**config.mk**
```make
export PLATFORM = sky130hd
export DESIGN_NAME = scan_point_cluster_centroid_core
export DESIGN_NICKNAME = d
export VERILOG_FILES = /design/src/rtl/core/scp_pkg.sv /design/src/rtl/core/scp_sqdist.sv /design/src/rtl/core/scp_div.sv /design/src/rtl/core/scan_point_cluster_centroid_core.sv
export SDC_FILE = /design/constraint.sdc
export NUM_CORES = 1
export LEC_CHECK = 0
export BUFFER_PORTS_ARGS = -buffer_cell sky130_fd_sc_hd__buf_2
export CAP_MARGIN = 5
export CELL_PAD_IN_SITES_DETAIL_PLACEMENT = 1
export CELL_PAD_IN_SITES_GLOBAL_PLACEMENT = 2
export CORE_MARGIN = 5
export CORE_UTILIZATION = 41
export DETAILED_ROUTE_END_ITERATION = 12
export GPL_TIMING_DRIVEN = 0
export PLACE_DENSITY_LB_ADDON = 0.08
export SLEW_MARGIN = 20
export SYNTH_ARGS = -nofsm -noshare
export SYNTH_HDL_FRONTEND = slang
export SYNTH_SLANG_ARGS = --single-unit
```
**constraint.sdc**
```tcl
create_clock -name clk -period 5.6 [get_ports clk]
set_input_delay 0.56 -clock clk [delete_from_list [all_inputs] [get_ports clk]]
set_output_delay 0.56 -clock clk [all_outputs]
set_load 0.1 [all_outputs]
```
**src/rtl/core/scp_pkg.sv**
```systemverilog
// Shared widths for the scan point clustering core.
// No dependencies; imported by every module of the core.
package scp_pkg;

  localparam int COORD_W = 16;
  localparam int PROD_W  = 2 * COORD_W;
  localparam int SUM_W   = 27;
  localparam int CNT_W   = 12;
  localparam int ID_W    = 8;

endpackage

```
**src/rtl/core/scp_sqdist.sv**
```systemverilog
// Bit-serial squared-distance test: dx*dx + dy*dy <= r*r, one multiplier bit per cycle.
// Depends on scp_pkg.
module scp_sqdist
  import scp_pkg::*;
(
  input  logic               clk,
  input  logic               rst_n,
  input  logic               start,
  input  logic [COORD_W-1:0] dx,
  input  logic [COORD_W-1:0] dy,
  input  logic [COORD_W-1:0] rad,
  output logic               done,
  output logic               is_near
);

  localparam int CntW = $clog2(COORD_W);

  logic [COORD_W-1:0] mx_r, my_r, mr_r, mx_nxt, my_nxt, mr_nxt;
  logic [PROD_W-1:0]  ax_r, ay_r, ar_r, ax_nxt, ay_nxt, ar_nxt;
  logic [PROD_W:0]    accd_r, accd_nxt;
  logic [PROD_W-1:0]  accr_r, accr_nxt;
  logic [CntW-1:0]    cnt_r, cnt_nxt;
  logic               busy_r, busy_nxt, done_r, done_nxt;
  logic [PROD_W-1:0]  ppx, ppy, ppr;

  always_comb begin
    ppx = mx_r[0] ? ax_r : '0;
    ppy = my_r[0] ? ay_r : '0;
    ppr = mr_r[0] ? ar_r : '0;
    mx_nxt   = mx_r;
    my_nxt   = my_r;
    mr_nxt   = mr_r;
    ax_nxt   = ax_r;
    ay_nxt   = ay_r;
    ar_nxt   = ar_r;
    accd_nxt = accd_r;
    accr_nxt = accr_r;
    cnt_nxt  = cnt_r;
    busy_nxt = busy_r;
    done_nxt = done_r;
    if (start) begin
      mx_nxt   = dx;
      my_nxt   = dy;
      mr_nxt   = rad;
      ax_nxt   = PROD_W'(dx);
      ay_nxt   = PROD_W'(dy);
      ar_nxt   = PROD_W'(rad);
      accd_nxt = '0;
      accr_nxt = '0;
      cnt_nxt  = '0;
      busy_nxt = 1'b1;
      done_nxt = 1'b0;
    end else if (busy_r) begin
      accd_nxt = accd_r + {1'b0, ppx} + {1'b0, ppy};
      accr_nxt = accr_r + ppr;
      mx_nxt   = mx_r >> 1;
      my_nxt   = my_r >> 1;
      mr_nxt   = mr_r >> 1;
      ax_nxt   = ax_r << 1;
      ay_nxt   = ay_r << 1;
      ar_nxt   = ar_r << 1;
      cnt_nxt  = cnt_r + 1'b1;
      if (cnt_r == CntW'(COORD_W - 1)) begin
        busy_nxt = 1'b0;
        done_nxt = 1'b1;
      end
    end
  end

  always_ff @(posedge clk) begin
    if (!rst_n) begin
      busy_r <= 1'b0;
      done_r <= 1'b0;
      cnt_r  <= '0;
    end else begin
      busy_r <= busy_nxt;
      done_r <= done_nxt;
      cnt_r  <= cnt_nxt;
    end
    mx_r   <= mx_nxt;
    my_r   <= my_nxt;
    mr_r   <= mr_nxt;
    ax_r   <= ax_nxt;
    ay_r   <= ay_nxt;
    ar_r   <= ar_nxt;
    accd_r <= accd_nxt;
    accr_r <= accr_nxt;
  end

  assign done    = done_r;
  assign is_near = (accd_r <= {1'b0, accr_r});

endmodule

```
**src/rtl/core/scp_div.sv**
```systemverilog
// Restoring divider for the centroid: one quotient bit per cycle.
// Depends on scp_pkg.
module scp_div
  import scp_pkg::*;
(
  input  logic             clk,
  input  logic             rst_n,
  input  logic             start,
  input  logic [SUM_W-1:0] dividend,
  input  logic [CNT_W-1:0] divisor,
  output logic             done,
  output logic [SUM_W-1:0] quotient
);

  localparam int CntW = $clog2(SUM_W);

  logic [SUM_W-1:0] q_r, q_nxt;
  logic [CNT_W-1:0] rem_r, rem_nxt, dvs_r, dvs_nxt;
  logic [CntW-1:0]  cnt_r, cnt_nxt;
  logic             busy_r, busy_nxt, done_r, done_nxt;
  logic [CNT_W:0]   rem_sh, diff;
  logic             ge;

  always_comb begin
    rem_sh   = {rem_r, q_r[SUM_W-1]};
    diff     = rem_sh - {1'b0, dvs_r};
    ge       = ~diff[CNT_W];
    q_nxt    = q_r;
    rem_nxt  = rem_r;
    dvs_nxt  = dvs_r;
    cnt_nxt  = cnt_r;
    busy_nxt = busy_r;
    done_nxt = done_r;
    if (start) begin
      q_nxt    = dividend;
      rem_nxt  = '0;
      dvs_nxt  = divisor;
      cnt_nxt  = '0;
      busy_nxt = 1'b1;
      done_nxt = 1'b0;
    end else if (busy_r) begin
      q_nxt   = {q_r[SUM_W-2:0], ge};
      rem_nxt = ge ? diff[CNT_W-1:0] : rem_sh[CNT_W-1:0];
      cnt_nxt = cnt_r + 1'b1;
      if (cnt_r == CntW'(SUM_W - 1)) begin
        busy_nxt = 1'b0;
        done_nxt = 1'b1;
      end
    end
  end

  always_ff @(posedge clk) begin
    if (!rst_n) begin
      busy_r <= 1'b0;
      done_r <= 1'b0;
      cnt_r  <= '0;
    end else begin
      busy_r <= busy_nxt;
      done_r <= done_nxt;
      cnt_r  <= cnt_nxt;
    end
    q_r   <= q_nxt;
    rem_r <= rem_nxt;
    dvs_r <= dvs_nxt;
  end

  assign done     = done_r;
  assign quotient = q_r;

endmodule

```
**src/rtl/core/scan_point_cluster_centroid_core.sv**
```systemverilog
// Top level of the scan point clustering core: leader clustering with centroid output.
// Depends on scp_pkg, scp_sqdist and scp_div.
//
//   channel | handshake       | beat contents
//   --------+-----------------+----------------------------------------------------------
//   in      | in_valid/stall  | point_x, point_y, scan_end
//   out     | out_valid/stall | centroid_x, centroid_y, cluster_id, point_count, overflow,
//           |                 | final_of_scan
//   cfg     | cfg_valid/ready | radius
//
// A point that opens the first cluster is taken in S_IDLE and one that joins waits in
// S_DIST; the serial distance test runs one multiplier bit per cycle. A point that closes
// a cluster adds S_DIV, with the 27-step serial divider, and S_LOAD; the cluster emitted at
// scan end adds S_FIN, S_DIV and S_LOAD, so a beat that closes two clusters divides twice.
// Reset is synchronous and active low; it clears all cluster state and loads radius 328.
// The output register frees the input side, but a new centroid waits while out_stall holds.
module scan_point_cluster_centroid_core
  import scp_pkg::*;
#(
  parameter int MAX_CLUSTER_POINTS = 2048,
  parameter int MAX_CLUSTERS       = 256,
  parameter int COORD_BITS         = 16
) (
  input  logic               clk,
  input  logic               rst_n,
  input  logic               in_valid,
  output logic               in_stall,
  input  logic [COORD_W-1:0] in_point_x,
  input  logic [COORD_W-1:0] in_point_y,
  input  logic               in_scan_end,
  output logic               out_valid,
  input  logic               out_stall,
  output logic [COORD_W-1:0] out_centroid_x,
  output logic [COORD_W-1:0] out_centroid_y,
  output logic [ID_W-1:0]    out_cluster_id,
  output logic [CNT_W-1:0]   out_point_count,
  output logic               out_overflow,
  output logic               out_final_of_scan,
  input  logic               cfg_valid,
  output logic               cfg_ready,
  input  logic [COORD_W-1:0] cfg_radius
);

  localparam int CoordMaskI = (COORD_BITS >= COORD_W) ? 65535 : ((1 << COORD_BITS) - 1);
  localparam int CountTopI  = (MAX_CLUSTER_POINTS > 4095) ? 4095 : MAX_CLUSTER_POINTS;
  localparam int IdTopI     = (MAX_CLUSTERS - 1 > 255) ? 255 : (MAX_CLUSTERS - 1);
  localparam logic [COORD_W-1:0] CoordMask = CoordMaskI[COORD_W-1:0];
  localparam logic [CNT_W-1:0]   CountTop  = CountTopI[CNT_W-1:0];
  localparam logic [ID_W-1:0]    IdTop     = IdTopI[ID_W-1:0];
  localparam logic [COORD_W-1:0] RadiusRst = 16'd328;

  localparam logic [2:0] S_IDLE = 3'd0;
  localparam logic [2:0] S_DIST = 3'd1;
  localparam logic [2:0] S_FIN  = 3'd2;
  localparam logic [2:0] S_DIV  = 3'd3;
  localparam logic [2:0] S_LOAD = 3'd4;

  logic [2:0]         state_r, state_nxt;
  logic [COORD_W-1:0] radius_r, radius_nxt;
  logic [COORD_W-1:0] anchor_x_r, anchor_x_nxt, anchor_y_r, anchor_y_nxt;
  logic [SUM_W-1:0]   sum_x_r, sum_x_nxt, sum_y_r, sum_y_nxt;
  logic [CNT_W-1:0]   count_r, count_nxt;
  logic [ID_W-1:0]    cur_id_r, cur_id_nxt;
  logic               open_r, open_nxt, sat_r, sat_nxt;
  logic [COORD_W-1:0] px_r, px_nxt, py_r, py_nxt;
  logic               last_r, last_nxt, pend_r, pend_nxt;
  logic [ID_W-1:0]    snap_id_r, snap_id_nxt;
  logic [CNT_W-1:0]   snap_cnt_r, snap_cnt_nxt;
  logic               snap_sat_r, snap_sat_nxt, snap_fin_r, snap_fin_nxt;
  logic               out_valid_r, out_valid_nxt;
  logic [COORD_W-1:0] out_cx_r, out_cx_nxt, out_cy_r, out_cy_nxt;
  logic [ID_W-1:0]    out_id_r, out_id_nxt;
  logic [CNT_W-1:0]   out_cnt_r, out_cnt_nxt;
  logic               out_ovf_r, out_ovf_nxt, out_fin_r, out_fin_nxt;

  logic [COORD_W-1:0] pt_x, pt_y, dx_in, dy_in;
  logic               in_accept, dist_start, dist_done, is_near;
  logic               div_start, divx_done, divy_done;
  logic [SUM_W-1:0]   quot_x, quot_y;
  logic [SUM_W:0]     add_x, add_y;

  assign pt_x      = in_point_x & CoordMask;
  assign pt_y      = in_point_y & CoordMask;
  assign dx_in     = (pt_x >= anchor_x_r) ? (pt_x - anchor_x_r) : (anchor_x_r - pt_x);
  assign dy_in     = (pt_y >= anchor_y_r) ? (pt_y - anchor_y_r) : (anchor_y_r - pt_y);
  assign in_stall  = (state_r != S_IDLE);
  assign in_accept = in_valid & ~in_stall;
  assign cfg_ready = (state_r == S_IDLE);
  assign dist_start = in_accept & open_r;
  assign add_x     = {1'b0, sum_x_r} + (SUM_W + 1)'(px_r);
  assign add_y     = {1'b0, sum_y_r} + (SUM_W + 1)'(py_r);

  scp_sqdist u_sqdist (
    .clk     (clk),
    .rst_n   (rst_n),
    .start   (dist_start),
    .dx      (dx_in),
    .dy      (dy_in),
    .rad     (radius_r),
    .done    (dist_done),
    .is_near (is_near)
  );

  scp_div u_div_x (
    .clk      (clk),
    .rst_n    (rst_n),
    .start    (div_start),
    .dividend (sum_x_r),
    .divisor  (count_r),
    .done     (divx_done),
    .quotient (quot_x)
  );

  scp_div u_div_y (
    .clk      (clk),
    .rst_n    (rst_n),
    .start    (div_start),
    .dividend (sum_y_r),
    .divisor  (count_r),
    .done     (divy_done),
    .quotient (quot_y)
  );

  always_comb begin
    state_nxt    = state_r;
    radius_nxt   = radius_r;
    anchor_x_nxt = anchor_x_r;
    anchor_y_nxt = anchor_y_r;
    sum_x_nxt    = sum_x_r;
    sum_y_nxt    = sum_y_r;
    count_nxt    = count_r;
    cur_id_nxt   = cur_id_r;
    open_nxt     = open_r;
    sat_nxt      = sat_r;
    px_nxt       = px_r;
    py_nxt       = py_r;
    last_nxt     = last_r;
    pend_nxt     = pend_r;
    snap_id_nxt  = snap_id_r;
    snap_cnt_nxt = snap_cnt_r;
    snap_sat_nxt = snap_sat_r;
    snap_fin_nxt = snap_fin_r;
    out_cx_nxt   = out_cx_r;
    out_cy_nxt   = out_cy_r;
    out_id_nxt   = out_id_r;
    out_cnt_nxt  = out_cnt_r;
    out_ovf_nxt  = out_ovf_r;
    out_fin_nxt  = out_fin_r;
    out_valid_nxt = out_valid_r & out_stall;
    div_start    = 1'b0;

    if (cfg_valid && cfg_ready) begin
      radius_nxt = cfg_radius;
    end

    case (state_r)
      S_IDLE: begin
        if (in_accept) begin
          px_nxt   = pt_x;
          py_nxt   = pt_y;
          last_nxt = in_scan_end;
          if (open_r) begin
            state_nxt = S_DIST;
          end else begin
            anchor_x_nxt = pt_x;
            anchor_y_nxt = pt_y;
            sum_x_nxt    = SUM_W'(pt_x);
            sum_y_nxt    = SUM_W'(pt_y);
            count_nxt    = CNT_W'(1);
            sat_nxt      = 1'b0;
            open_nxt     = 1'b1;
            if (in_scan_end) begin
              state_nxt = S_FIN;
            end
          end
        end
      end
      S_DIST: begin
        if (dist_done) begin
          if (is_near) begin
            if (count_r >= CountTop || add_x[SUM_W] || add_y[SUM_W]) begin
              sat_nxt = 1'b1;
            end else begin
              sum_x_nxt = add_x[SUM_W-1:0];
              sum_y_nxt = add_y[SUM_W-1:0];
              count_nxt = count_r + 1'b1;
            end
            state_nxt = last_r ? S_FIN : S_IDLE;
          end else begin
            div_start    = 1'b1;
            snap_id_nxt  = cur_id_r;
            snap_cnt_nxt = count_r;
            snap_sat_nxt = sat_r;
            snap_fin_nxt = 1'b0;
            if (cur_id_r < IdTop) begin
              cur_id_nxt = cur_id_r + 1'b1;
            end
            anchor_x_nxt = px_r;
            anchor_y_nxt = py_r;
            sum_x_nxt    = SUM_W'(px_r);
            sum_y_nxt    = SUM_W'(py_r);
            count_nxt    = CNT_W'(1);
            sat_nxt      = 1'b0;
            pend_nxt     = last_r;
            state_nxt    = S_DIV;
          end
        end
      end
      S_FIN: begin
        div_start    = 1'b1;
        snap_id_nxt  = cur_id_r;
        snap_cnt_nxt = count_r;
        snap_sat_nxt = sat_r;
        snap_fin_nxt = 1'b1;
        anchor_x_nxt = '0;
        anchor_y_nxt = '0;
        sum_x_nxt    = '0;
        sum_y_nxt    = '0;
        count_nxt    = '0;
        cur_id_nxt   = '0;
        open_nxt     = 1'b0;
        sat_nxt      = 1'b0;
        pend_nxt     = 1'b0;
        state_nxt    = S_DIV;
      end
      S_DIV: begin
        if (divx_done && divy_done) begin
          state_nxt = S_LOAD;
        end
      end
      S_LOAD: begin
        if (!out_valid_r || !out_stall) begin
          out_valid_nxt = 1'b1;
          out_cx_nxt  = (quot_x > SUM_W'(CoordMask)) ? CoordMask : quot_x[COORD_W-1:0];
          out_cy_nxt  = (quot_y > SUM_W'(CoordMask)) ? CoordMask : quot_y[COORD_W-1:0];
          out_id_nxt  = snap_id_r;
          out_cnt_nxt = snap_cnt_r;
          out_ovf_nxt = snap_sat_r;
          out_fin_nxt = snap_fin_r;
          state_nxt   = pend_r ? S_FIN : S_IDLE;
        end
      end
      default: begin
        state_nxt = S_IDLE;
      end
    endcase
  end

  always_ff @(posedge clk) begin
    if (!rst_n) begin
      state_r     <= S_IDLE;
      radius_r    <= RadiusRst;
      anchor_x_r  <= '0;
      anchor_y_r  <= '0;
      sum_x_r     <= '0;
      sum_y_r     <= '0;
      count_r     <= '0;
      cur_id_r    <= '0;
      open_r      <= 1'b0;
      sat_r       <= 1'b0;
      pend_r      <= 1'b0;
      out_valid_r <= 1'b0;
    end else begin
      state_r     <= state_nxt;
      radius_r    <= radius_nxt;
      anchor_x_r  <= anchor_x_nxt;
      anchor_y_r  <= anchor_y_nxt;
      sum_x_r     <= sum_x_nxt;
      sum_y_r     <= sum_y_nxt;
      count_r     <= count_nxt;
      cur_id_r    <= cur_id_nxt;
      open_r      <= open_nxt;
      sat_r       <= sat_nxt;
      pend_r      <= pend_nxt;
      out_valid_r <= out_valid_nxt;
    end
    px_r       <= px_nxt;
    py_r       <= py_nxt;
    last_r     <= last_nxt;
    snap_id_r  <= snap_id_nxt;
    snap_cnt_r <= snap_cnt_nxt;
    snap_sat_r <= snap_sat_nxt;
    snap_fin_r <= snap_fin_nxt;
    out_cx_r   <= out_cx_nxt;
    out_cy_r   <= out_cy_nxt;
    out_id_r   <= out_id_nxt;
    out_cnt_r  <= out_cnt_nxt;
    out_ovf_r  <= out_ovf_nxt;
    out_fin_r  <= out_fin_nxt;
  end

  assign out_valid         = out_valid_r;
  assign out_centroid_x    = out_cx_r;
  assign out_centroid_y    = out_cy_r;
  assign out_cluster_id    = out_id_r;
  assign out_point_count   = out_cnt_r;
  assign out_overflow      = out_ovf_r;
  assign out_final_of_scan = out_fin_r;

endmodule
```
==> results by group <==
Run status
  • Status: complete, no violations

Placement
  • Pre-CTS WS: -314.9 ps
  • Dpl cells: ~4,600
  • Post-DP HPWL: between 80 and 90 mm
  • Routability cong.: roughly 0.9
  • IO buf count: around 110

Yosys
  • Post-Synth Adder-Cell Area: between 10% and 20%
  • Cell area after synthesis: approximately 32,000 um^2
  • Post-synth EDFFs: around 270
  • Yosys cell types: 77
  • Post-synthesis mux area share: under 10%
  • Cell count after synthesis: about 3,400
  • Main flop type after synthesis: dfxtp_1
  • Synth Area in Compound Gates: about 16%
  • Yosys warns: 0
  • Async SR Flop Fraction: 0%
  • Main combinational cell family by area after synthesis: compound AO/OA/AOI/OAI gates
  • Syn Nets: ~3,700
  • Post-synthesis xor/xnor area fraction: 3.846%
  • Yosys reg bits: between 500 and 600
  • Syn avg cell area: 9.478 um^2
  • Part of the Yosys area used for sequential elements: 42.87%
  • Simple-gate share of the synthesized area: roughly 15%

CTS
  • Clk_lat worst skew: 620 ps
  • Root cell of the clock tree: clkbuf_16
  • Post-CTS setup buffer count: 0
  • Num CTS Buffers: between 60 and 70
  • Clk buf depth: 3
  • CTS tree: done
  • Clk slew on worst S/H paths: about 60 ps
  • Sinks on Clock Net: around 560
  • H-tree levels: 3

Timing
  • RSZ-0062 raised after global routing: no
  • Slew HR: around a quarter
  • Setup TNS: 0 ps
  • Final hold vios: 0
  • Measured slew at the worst slew-check pin: between 1000 and 1500 ps
  • Final Cycle Share: a little over nine tenths
  • F_max: around 190 MHz
  • Final Skew: between 20 and 30 ps
  • Final Max Slew Viols: 0
  • Post-layout minimum cycle time: 5288 ps
  • Post-route setup slack: 311.5 ps
  • Final setup fails: 0

Setup path
  • Startpoint types: flop
  • Length in cells of the worst reg-to-reg path: 12
  • Worst EP arrival: 5530 ps
  • Setup crit end: u_div_x.quotient[0]
  • Crit path from: u_sqdist.accr_r[30]
  • Worst R2R Setup Slack: approximately 310 ps
  • R2R Path End: u_div_x.quotient[0]
  • CP Max Fanout: 27
  • CP Capture Type: flop
  • Worst R2R Start: u_sqdist.accr_r[30]
  • Critical path class: reg2reg
  • Req. time, crit path: 5840 ps

Power and ir drop
  • Pwr Total: about 0.025 W
  • Static leakage: between 10 and 15 nW
  • Worst vdd ir: roughly 0.35 mV
  • Power per cell area: ~670 nW/um^2

Route
  • DRC: 0
  • Post-DRT Antenna Nets: 0
  • Vias per cell: 5.568
  • Routed wire length: between 100 and 150 mm
  • Wire per inst: 22.69 um
  • DRT Pass-1 Iters: 5
  • Via Count: 26,207
  • Initial DRC count: approximately 1,400

Global route
  • Tot GR Track Use: about a quarter
  • Remaining Overflow, GRT: 0
  • Initial antenna violation count: 12
  • Vias in the first global route: approximately 28,000
  • Largest net degree at the start of global routing: slightly above 70
  • First-pass GRT wire length: 163.6 mm

Final layout
  • Final core area utilization: between 40 and 50%
  • Sequential standard cell area: ~14,000 um^2
  • Multi-input gate area: 16,940 um^2
  • Final non-filler cell total: 4,707
  • Nets: ~3,900
  • Share of layout cells above drive strength 1: about a tenth
  • Layout area overhead: 13.34%
  • Fillers: roughly 9,000

Run
  • Max-cap violations: 0

Die
  • Row count: between 100 and 150
  • Die area: ~85,000 um^2
  • Die extent in y: between 200 and 300 um
  • I/O pin count: 111
  • Initial Utilization: roughly two fifths
  • Die Width: between 200 and 300 um
  • CORE AREA: 78,610 um^2

Hold path
  • Class of the worst hold path: in2reg
[power by group]
group	total [W]	leakage (nW)	switching (W)	internal (W)
clock	0.00451	1.10	0.00187	0.00265
sequential	0.00706	4.77	0.00101	0.00604
combinational	0.0130	8.91	0.00830	0.00469
[layout make-up]
| type | count | share of cell area, % |
|---|---|---|
| diodes | 5 | 0.03414 |
| plain buffers | 159 | 1.697 |
| clock buffers | 98 | 5.343 |
| clock inverters | 28 | 0.8774 |
| inverters | 251 | 2.571 |
| multi-input cells | 2445 | 46.22 |
| flip-flops and latches | 557 | 37.83 |
| well taps | 1050 | 3.585 |
| repair buffers | 114 | 1.844 |
[state kept, by name, summed over array words and instances, names as in the netlist, 27 cells and up]
name and cells:
u_div_x.quotient 27, u_sqdist.ar_r 32, u_sqdist.ay_r 32, u_sqdist.ax_r 32
sum_x_r 27, sum_y_r 27, u_sqdist.accr_r 32, u_div_y.quotient 27
u_sqdist.accd_r 33
[cell usage after synthesis (43+ instances only)]
cell / instances / area (um^2)
nand2_1: 392 / 1471
nor2_1: 297 / 1115
dfxtp_1: 286 / 5725
edfxtp_1: 271 / 8138
inv_1: 248 / 930.9
ha_1: 220 / 2753
a21oi_1: 193 / 965.9
clkbuf_1: 137 / 514.2
mux2i_1: 125 / 1251
o21ai_0: 110 / 550.5
a21o_1: 95 / 713.2
xnor2_1: 87 / 762.0
a211oi_1: 74 / 555.5
nor3_1: 69 / 345.3
mux2_2: 67 / 754.5
nand3_1: 66 / 330.3
o21a_1: 60 / 450.4
xor2_1: 55 / 481.7
or2_2: 43 / 269.0
[kinds of logic after synthesis]
group,after synthesis
XOR/XNOR,142
AND/OR/NAND/NOR,1079
multiplexers,192
buffers and inverters,410
AO/OA/AOI/OAI,770
flip-flops,557
adder cells (fa/ha/maj),262
[per-stage QoR]
| stage | instance area [um^2] | hold WS, ps |
|---|---|---|
| after detailed placement | 34350 | 405.6 |
| after global routing | 36640 | 169.4 |
| final | 36650 | 168.5 |
| after global placement | 34200 | 403.9 |
| after CTS | 36640 | 139.9 |
| after floorplan | 32340 | 400.3 |
[critical path: stages, from the launching register on]
cell and delay [ps]:
dfxtp_1 370, inv_1 80, ha_1 300, nand3_1 150, nor4_2 620, o211ai_1 170, o21ai_0 370, nor2_1 160
nor2_1 300, o22a_1 380, clkbuf_1 660, clkbuf_1 610, or2_2 700
[routing by layer]
layer | up-vias | track usage, % | part of all wire, %
li1 | 12535 | - | -
met1 | 13113 | 32.07 | 45
met2 | 421 | 42.61 | 49
met3 | 130 | 3.393 | 3.6
met4 | 8 | 6.159 | 2.2
met5 | - | 0 | 0.057
[layout by cell type, fill, tap and decap left out, drive strengths merged, types with 95 or more instances in the layout]
| cell type | n |
|---|---|
| nand2 | 392 |
| nor2 | 297 |
| dfxtp | 286 |
| edfxtp | 271 |
| inv | 252 |
| clkbuf | 235 |
| ha | 220 |
| a21oi | 194 |
| buf | 136 |
| mux2i | 125 |
| o21ai | 113 |
| a21o | 95 |
[how the worst min path moves through the flow]
stage                              start             endpoint  depth (start not counted)  slack (ps)
after floorplan             snap_id_r[0]    out_cluster_id[0]                          0         400
after global routing       cfg_radius[8]          radius_r[8]                          3         170
after global placement    snap_cnt_r[11]  out_point_count[11]                          0         400
final                      cfg_radius[8]          radius_r[8]                          3         170
after detailed placement   snap_cnt_r[5]   out_point_count[5]                          0         410
after CTS                  cfg_radius[8]          radius_r[8]                          3         140
[what timing repair did]
action                                  4_1_cts  5_1_grt
gates resized for setup                       2        1
endpoints found under the setup margin        9        2
gates cloned                                  0        0
hold buffers                                  0        0
No activity file was read; power rests on OpenSTA's default activity.
